===== src/bcrh_pkg.sv =====
// ----------------------------------------------------------------------------
// bcrh_pkg: shared types and constants for the climb reach heap block
// Request payloads, configuration port widths and the command and status
// bundles between the controller and the datapath.
// ----------------------------------------------------------------------------
`default_nettype none

package bcrh_pkg;

  // Fixed field widths
  localparam int HEIGHT_W   = 20;
  localparam int INDEX_W    = 16;
  localparam int BRICK_W    = 30;
  localparam int LADDER_W   = 11;
  localparam int BAL_W      = 32;
  localparam int LADDERS_W  = 12;
  localparam int CFG_IDX_W  = 2;
  localparam int CFG_DATA_W = 30;

  // Parameter defaults
  localparam int HEAP_DEPTH_DEF  = 1024;
  localparam int HEIGHT_BITS_DEF = 20;

  typedef struct packed {
    logic [HEIGHT_W-1:0] height;
    logic                first;
  } in_t;

  typedef struct packed {
    logic [INDEX_W-1:0] reached_index;
    logic               stopped;
    logic               heap_overflow;
  } out_t;

  // Controller to datapath
  typedef struct packed {
    logic load;          // capture input request
    logic reload;        // open a new sequence
    logic charge;        // charge climb to bricks, note full store
    logic spend;         // spend one ladder
    logic push_open;     // start insert at the tail
    logic rd_parent;
    logic rd_top;
    logic rd_left;
    logic rd_right;
    logic wr_val;        // write pending climb at cursor
    logic wr_rd;         // move parent down, cursor to parent
    logic keep_left;     // hold left child
    logic move_best;     // move larger child up, cursor to it
    logic move_child;    // move held left child up, cursor to it
    logic refund_climb;
    logic refund_top;
    logic idx_zero;
    logic finish;        // advance position or stop
    logic post;          // load the result register
  } cmd_t;

  // Datapath to controller
  typedef struct packed {
    logic first;
    logic halted;
    logic climb;
    logic neg;
    logic full;
    logic empty;
    logic at_root;
    logic has_child;
    logic has_right;
    logic parent_ge;
    logic climb_ge_rd;
    logic best_le_v;
    logic child_le_v;
  } status_t;

endpackage

`default_nettype wire


===== src/bcrh_ctrl.sv =====
// ----------------------------------------------------------------------------
// bcrh_ctrl: sequencer for the climb reach heap
// Walks one request through evaluation, heap insert or top replacement, and
// result posting. Owns the handshake state of both channels.
// ----------------------------------------------------------------------------
`default_nettype none

module bcrh_ctrl (
  input  wire logic             clk,
  input  wire logic             rst_n,
  input  wire logic             in_valid,
  output logic                  in_ready,
  output logic                  out_valid,
  input  wire logic             out_ready,
  input  wire bcrh_pkg::status_t status,
  output bcrh_pkg::cmd_t        cmd
);
  import bcrh_pkg::*;

  typedef enum logic [3:0] {
    S_IDLE,
    S_EVAL,
    S_REF_CLIMB,
    S_TOP_CMP,
    S_PUSH_CHK,
    S_PUSH_CMP,
    S_SD_CHK,
    S_SD_L,
    S_SD_R,
    S_SD_MOVE,
    S_FIN,
    S_OUT
  } state_t;

  state_t state_r, state_nxt;
  logic   out_valid_r, out_valid_nxt;

  assign in_ready  = (state_r == S_IDLE);
  assign out_valid = out_valid_r;

  // Next state and commands
  always_comb begin
    cmd           = '0;
    state_nxt     = state_r;
    out_valid_nxt = out_valid_r & ~out_ready;
    case (state_r)
      S_IDLE: begin
        if (in_valid) begin
          cmd.load  = 1'b1;
          state_nxt = S_EVAL;
        end
      end
      S_EVAL: begin
        if (status.first) begin
          cmd.reload = 1'b1;
          state_nxt  = S_OUT;
        end else if (status.halted) begin
          state_nxt = S_OUT;
        end else if (!status.climb) begin
          state_nxt = S_FIN;
        end else if (!status.neg) begin
          cmd.charge = 1'b1;
          if (status.full) begin
            state_nxt = S_FIN;
          end else begin
            cmd.push_open = 1'b1;
            state_nxt     = S_PUSH_CHK;
          end
        end else begin
          cmd.charge = 1'b1;
          cmd.spend  = 1'b1;
          if (status.empty) begin
            state_nxt = S_REF_CLIMB;
          end else begin
            cmd.rd_top = 1'b1;
            state_nxt  = S_TOP_CMP;
          end
        end
      end
      S_REF_CLIMB: begin
        cmd.refund_climb = 1'b1;
        state_nxt        = S_FIN;
      end
      // Replace the top only when it beats the new climb
      S_TOP_CMP: begin
        if (status.climb_ge_rd) begin
          cmd.refund_climb = 1'b1;
          state_nxt        = S_FIN;
        end else begin
          cmd.refund_top = 1'b1;
          cmd.idx_zero   = 1'b1;
          state_nxt      = S_SD_CHK;
        end
      end
      S_PUSH_CHK: begin
        if (status.at_root) begin
          cmd.wr_val = 1'b1;
          state_nxt  = S_FIN;
        end else begin
          cmd.rd_parent = 1'b1;
          state_nxt     = S_PUSH_CMP;
        end
      end
      S_PUSH_CMP: begin
        if (status.parent_ge) begin
          cmd.wr_val = 1'b1;
          state_nxt  = S_FIN;
        end else begin
          cmd.wr_rd = 1'b1;
          state_nxt = S_PUSH_CHK;
        end
      end
      S_SD_CHK: begin
        if (!status.has_child) begin
          cmd.wr_val = 1'b1;
          state_nxt  = S_FIN;
        end else begin
          cmd.rd_left = 1'b1;
          state_nxt   = S_SD_L;
        end
      end
      S_SD_L: begin
        cmd.keep_left = 1'b1;
        if (status.has_right) begin
          cmd.rd_right = 1'b1;
          state_nxt    = S_SD_R;
        end else begin
          state_nxt = S_SD_MOVE;
        end
      end
      S_SD_R: begin
        if (status.best_le_v) begin
          cmd.wr_val = 1'b1;
          state_nxt  = S_FIN;
        end else begin
          cmd.move_best = 1'b1;
          state_nxt     = S_SD_CHK;
        end
      end
      S_SD_MOVE: begin
        if (status.child_le_v) begin
          cmd.wr_val = 1'b1;
          state_nxt  = S_FIN;
        end else begin
          cmd.move_child = 1'b1;
          state_nxt      = S_SD_CHK;
        end
      end
      S_FIN: begin
        cmd.finish = 1'b1;
        state_nxt  = S_OUT;
      end
      // Hold until the result register is free
      S_OUT: begin
        if (!out_valid_r || out_ready) begin
          cmd.post      = 1'b1;
          out_valid_nxt = 1'b1;
          state_nxt     = S_IDLE;
        end
      end
      default: begin
        state_nxt = S_IDLE;
      end
    endcase
  end

  always_ff @(posedge clk) begin
    if (!rst_n) begin
      state_r     <= S_IDLE;
      out_valid_r <= 1'b0;
    end else begin
      state_r     <= state_nxt;
      out_valid_r <= out_valid_nxt;
    end
  end

endmodule

`default_nettype wire


===== config.mk =====
export PLATFORM = sky130hd
export DESIGN_NAME = bcrh_ctrl
export DESIGN_NICKNAME = d
export VERILOG_FILES = /design/src/bcrh_pkg.sv /design/src/bcrh_ctrl.sv
export SDC_FILE = /design/constraint.sdc
export NUM_CORES = 1
export LEC_CHECK = 0
export BUFFER_PORTS_ARGS = -buffer_cell sky130_fd_sc_hd__buf_4
export CAP_MARGIN = 20
export CORE_MARGIN = 1.5
export CORE_UTILIZATION = 42
export CTS_CLUSTER_SIZE = 12
export DETAILED_ROUTE_END_ITERATION = 8
export PLACE_DENSITY = 0.75
export SLEW_MARGIN = 20
export SYNTH_ARGS = -nofsm -noshare
export SYNTH_HDL_FRONTEND = slang
export SYNTH_SLANG_ARGS = --single-unit
export TNS_END_PERCENT = 30

===== constraint.sdc =====
create_clock -name clk -period 1.58 [get_ports clk]
set_input_delay 0.237 -clock clk [delete_from_list [all_inputs] [get_ports clk]]
set_output_delay 0.237 -clock clk [all_outputs]
set_load 0.01 [all_outputs]

==> flow_results.xml <==
<?xml version="1.0" encoding="UTF-8"?>
<metrics>
  <group name="layout">
    <metric name="core_utilization_of_the_finished_layout" unit="">0.908</metric>
    <metric name="flow.area_growth_from_synthesis" unit="%">94.8</metric>
    <metric name="final_cell_count_no_fill" unit="">164</metric>
    <metric name="layout.nets" unit="">167</metric>
    <metric name="diodes" unit="">0</metric>
    <metric name="final_layout_size_suffix_gt1_frac" unit="">0.611</metric>
  </group>
  <group name="floorplanning">
    <metric name="rows" unit="">13</metric>
    <metric name="start_util" unit="">0.466</metric>
    <metric name="height_of_the_chip" unit="µm">41.7</metric>
    <metric name="dieWidth" unit="µm">41.7</metric>
    <metric name="number_of_top_level_pins" unit="">38</metric>
    <metric name="die-area" unit="µm²">1740</metric>
    <metric name="core_region_area" unit="µm²">1350</metric>
  </group>
  <group name="drt">
    <metric name="drt-initial-drc-count" unit="">27</metric>
    <metric name="post_drt_wl_per_cell" unit="µm">15.5</metric>
    <metric name="antenna_left" unit="">0</metric>
    <metric name="detail_route.first_pass.iterations" unit="">5</metric>
    <metric name="vias" unit="">968</metric>
    <metric name="final_routed_wirelength_across_all_metal_layers" unit="mm">2.54</metric>
    <metric name="vias_per_cell" unit="">5.90</metric>
    <metric name="route.detailed.drc" unit="">0</metric>
  </group>
  <group name="clocking">
    <metric name="buffers_from_clock_root_to_sink_at_most" unit="">2</metric>
    <metric name="h_tree_depth_reported_by_cts" unit="">1</metric>
    <metric name="tritoncts_num_sinks" unit="">5</metric>
    <metric name="numCtsBuffers" unit="">3</metric>
    <metric name="cts_hold_buffers" unit="">0</metric>
    <metric name="clock_insertion_delay_at_the_later_pin_of_the_skew_report" unit="ns">0.23</metric>
    <metric name="clk_pin_slew_worst_paths" unit="ns">0.04</metric>
    <metric name="cts_tree" unit="">done</metric>
    <metric name="clk_root_buffer_cell" unit="">clkbuf_4</metric>
  </group>
  <group name="logic_synthesis">
    <metric name="yosys.area_share.xor_xnor" unit="">0</metric>
    <metric name="postSynth.asyncResetShare" unit="">0</metric>
    <metric name="yosys_warnings" unit="">0</metric>
    <metric name="synth_edf_count" unit="">0</metric>
    <metric name="dominant_combinational_cell_family_by_area_after_synthesis" unit="">simple AND/OR/NAND/NOR gates</metric>
    <metric name="synth_adder_area_share" unit="">0</metric>
    <metric name="yosys.cell_types.count" unit="">39</metric>
    <metric name="synth_area_leader_cell" unit="">dfxtp_1</metric>
    <metric name="syn_area" unit="µm²">629</metric>
    <metric name="synth_fp_nets" unit="">107</metric>
    <metric name="synth_common_cells" unit="">10 x nor3_1, 8 x inv_1, 6 x a21oi_1, 6 x nor2_1</metric>
    <metric name="synth_simple_gate_area_share" unit="">0.437</metric>
    <metric name="postSynthCellCount" unit="">90</metric>
    <metric name="synth_top_area_share" unit="">0.159</metric>
    <metric name="synthMostInstantiatedCell" unit="">nor3_1</metric>
    <metric name="yosys-top-cells-area" unit="">dfxtp_1 16%, nor3_1 8.0%, a21oi_1 4.8%, inv_1 4.8%, nand2b_1 4.0%</metric>
    <metric name="muxShareOfSynthArea" unit="">0.0318</metric>
    <metric name="synthFlopType" unit="">dfxtp_1</metric>
    <metric name="synth_compound_gate_area_share" unit="">0.247</metric>
    <metric name="synth_seq_cells" unit="">5</metric>
    <metric name="syn_avg_cell_area" unit="µm²">6.99</metric>
    <metric name="synth_sequential_area_ratio" unit="">0.159</metric>
  </group>
  <group name="status">
    <metric name="status" unit="">finished, violations left</metric>
    <metric name="failing_checks" unit="">setup timing</metric>
  </group>
  <group name="job">
    <metric name="max_cap_viol_count" unit="">0</metric>
  </group>
  <group name="timing">
    <metric name="rsz_0062_raised_after_global_routing" unit="">yes</metric>
    <metric name="fin_skew" unit="ns">0.00244</metric>
    <metric name="final_period_minus_worst_setup_slack" unit="ns">1.68</metric>
    <metric name="final_max_slew_viol_count" unit="">0</metric>
    <metric name="final.setup.worst_slack" unit="ns">-0.0999</metric>
    <metric name="timing.final.setup_violations" unit="">8</metric>
    <metric name="relSlewSlack" unit="">0.685</metric>
    <metric name="hold_violations_final" unit="">0</metric>
    <metric name="actual_slew_at_the_worst_max_slew_pin" unit="ns">0.466</metric>
    <metric name="clock.fmax" unit="MHz">595</metric>
    <metric name="fin_setup_tns" unit="ns">-0.394</metric>
    <metric name="fin_crit_sh" unit="">1.06</metric>
  </group>
  <group name="place">
    <metric name="port_buffers" unit="">37</metric>
    <metric name="place.gp.congestion" unit="">0.919</metric>
    <metric name="pre_cts_ws" unit="ns">-0.0246</metric>
    <metric name="place_hpwl" unit="mm">1.61</metric>
    <metric name="numPlacedInstances" unit="">152</metric>
  </group>
  <group name="pwr">
    <metric name="p_leak" unit="µW">0.000570</metric>
    <metric name="total_design_power" unit="µW">1580</metric>
    <metric name="worst_vdd_ir" unit="mV">1.10</metric>
    <metric name="power.density_cell_area" unit="nW/µm²">1290</metric>
  </group>
  <group name="worst_setup_path">
    <metric name="end_kind" unit="">output pin</metric>
    <metric name="path_max_fanout" unit="">7</metric>
    <metric name="worstPathRequired" unit="ns">1.34</metric>
    <metric name="critPathArrivalTime" unit="ns">1.44</metric>
    <metric name="critical_path_source_type" unit="">register</metric>
    <metric name="worstSetupPathType" unit="">reg -&gt; out</metric>
    <metric name="delay_contributed_by_the_slowest_stage_of_the_critical_path" unit="ns">0.37</metric>
    <metric name="cp_cell_sequence" unit="">nor3b_4, a32o_1, a211oi_2, inv_1, buf_6</metric>
    <metric name="critical-path-slowest-cell" unit="">dfxtp_4</metric>
  </group>
  <group name="grt">
    <metric name="antenna_violations_before_repair" unit="">0</metric>
    <metric name="grt_pass1_wl" unit="mm">4.16</metric>
    <metric name="grt_pass1_vias" unit="">922</metric>
    <metric name="grtUsageTotal" unit="">0.301</metric>
    <metric name="grt_max_degree" unit="">10</metric>
    <metric name="leftover_overflow_at_the_end_of_global_routing" unit="">0</metric>
  </group>
  <group name="worst_hold_path">
    <metric name="worstHoldPathType" unit="">in -&gt; reg</metric>
  </group>
</metrics>
-- metrics by stage --
step / hold WS, ns / instance area (µm²)
5_1_grt: 0.242 / 1230
2_1_floorplan: 0.355 / 636
4_1_cts: 0.227 / 1190
6_report: 0.231 / 1230
3_5_place_dp: 0.469 / 1010
3_3_place_gp: 0.462 / 1010
-- path summary, 6_finish.rpt --
path / startpoint / endpoint / slack (ns) / depth (start not counted)
setup / recovery: state_r[3] / cmd[9] / -0.1 / 5
hold reg to reg: out_valid / out_valid / 0.62 / 2
hold / removal: rst_n / state_r[2] / 0.23 / 2
setup reg to reg: state_r[3] / state_r[0] / 0.06 / 5
-- power by group --
group / leakage [µW] / internal, µW / switching, µW
registers: 0.0000434 / 181 / 87.8
logic: 0.000511 / 597 / 568
clock network: 0.0000150 / 95.1 / 47.3
-- logic make-up (layout without fill, tap and decap cells) --
group                  Yosys count  in the layout
buffers and inverters           15             74
DFF                              5              5
and+or+nand+nor                 46             46
muxes                            2              2
AOI/OAI and AO/OA               22             22
-- what timing repair did --
action	4_1_cts	5_1_grt
gates cloned	0	0
pin swaps	6	3
endpoints found under the hold margin	0	0
setup buffers	8	0
endpoints found under the setup margin	15	17
gates resized for setup	25	9
-- critical path: cells and delay by family, from the launching register on --
family / cells / cell delay (ns)
buffers and inverters: 2 / 0.22
AOI/OAI and AO/OA: 2 / 0.46
and+or+nand+nor: 1 / 0.17
DFF: 1 / 0.37
-- routing by layer --
layer,vias to the layer above,GRT usage,wire length (µm)
met4,0,0.103,8
met3,2,0.0261,186
met2,54,0.506,1290
met1,463,0.401,1050
li1,449,-,-
met5,-,0,0
-- cells in the final DEF (no fill, tap or decap), types with 3 or more instances in the layout --
cell type	count
buf_4	54
clkbuf_4	3
nor3_1	4
nand2b_1	3
buf_6	8
o21ai_0	3
dfxtp_4	3
nor2_1	4
nand2_1	5
inv_1	7
a21oi_1	6
and3_1	3
nor3_2	6
-- registers in the layout (all words and copies together), names as in the netlist --
register   flops
state_r        4
out_valid      1
-- area by class of cell --
class / instances / area (µm²)
Multi-Input combinational cell: 70 / 539
Inverter: 8 / 33.8
Sequential cell: 5 / 113
Timing Repair Buffer: 62 / 495
Clock buffer: 4 / 26.3
Tap cell: 15 / 18.8
Fill cell: 57 / 124
Note: power is estimated with default switching activity, not from simulation.
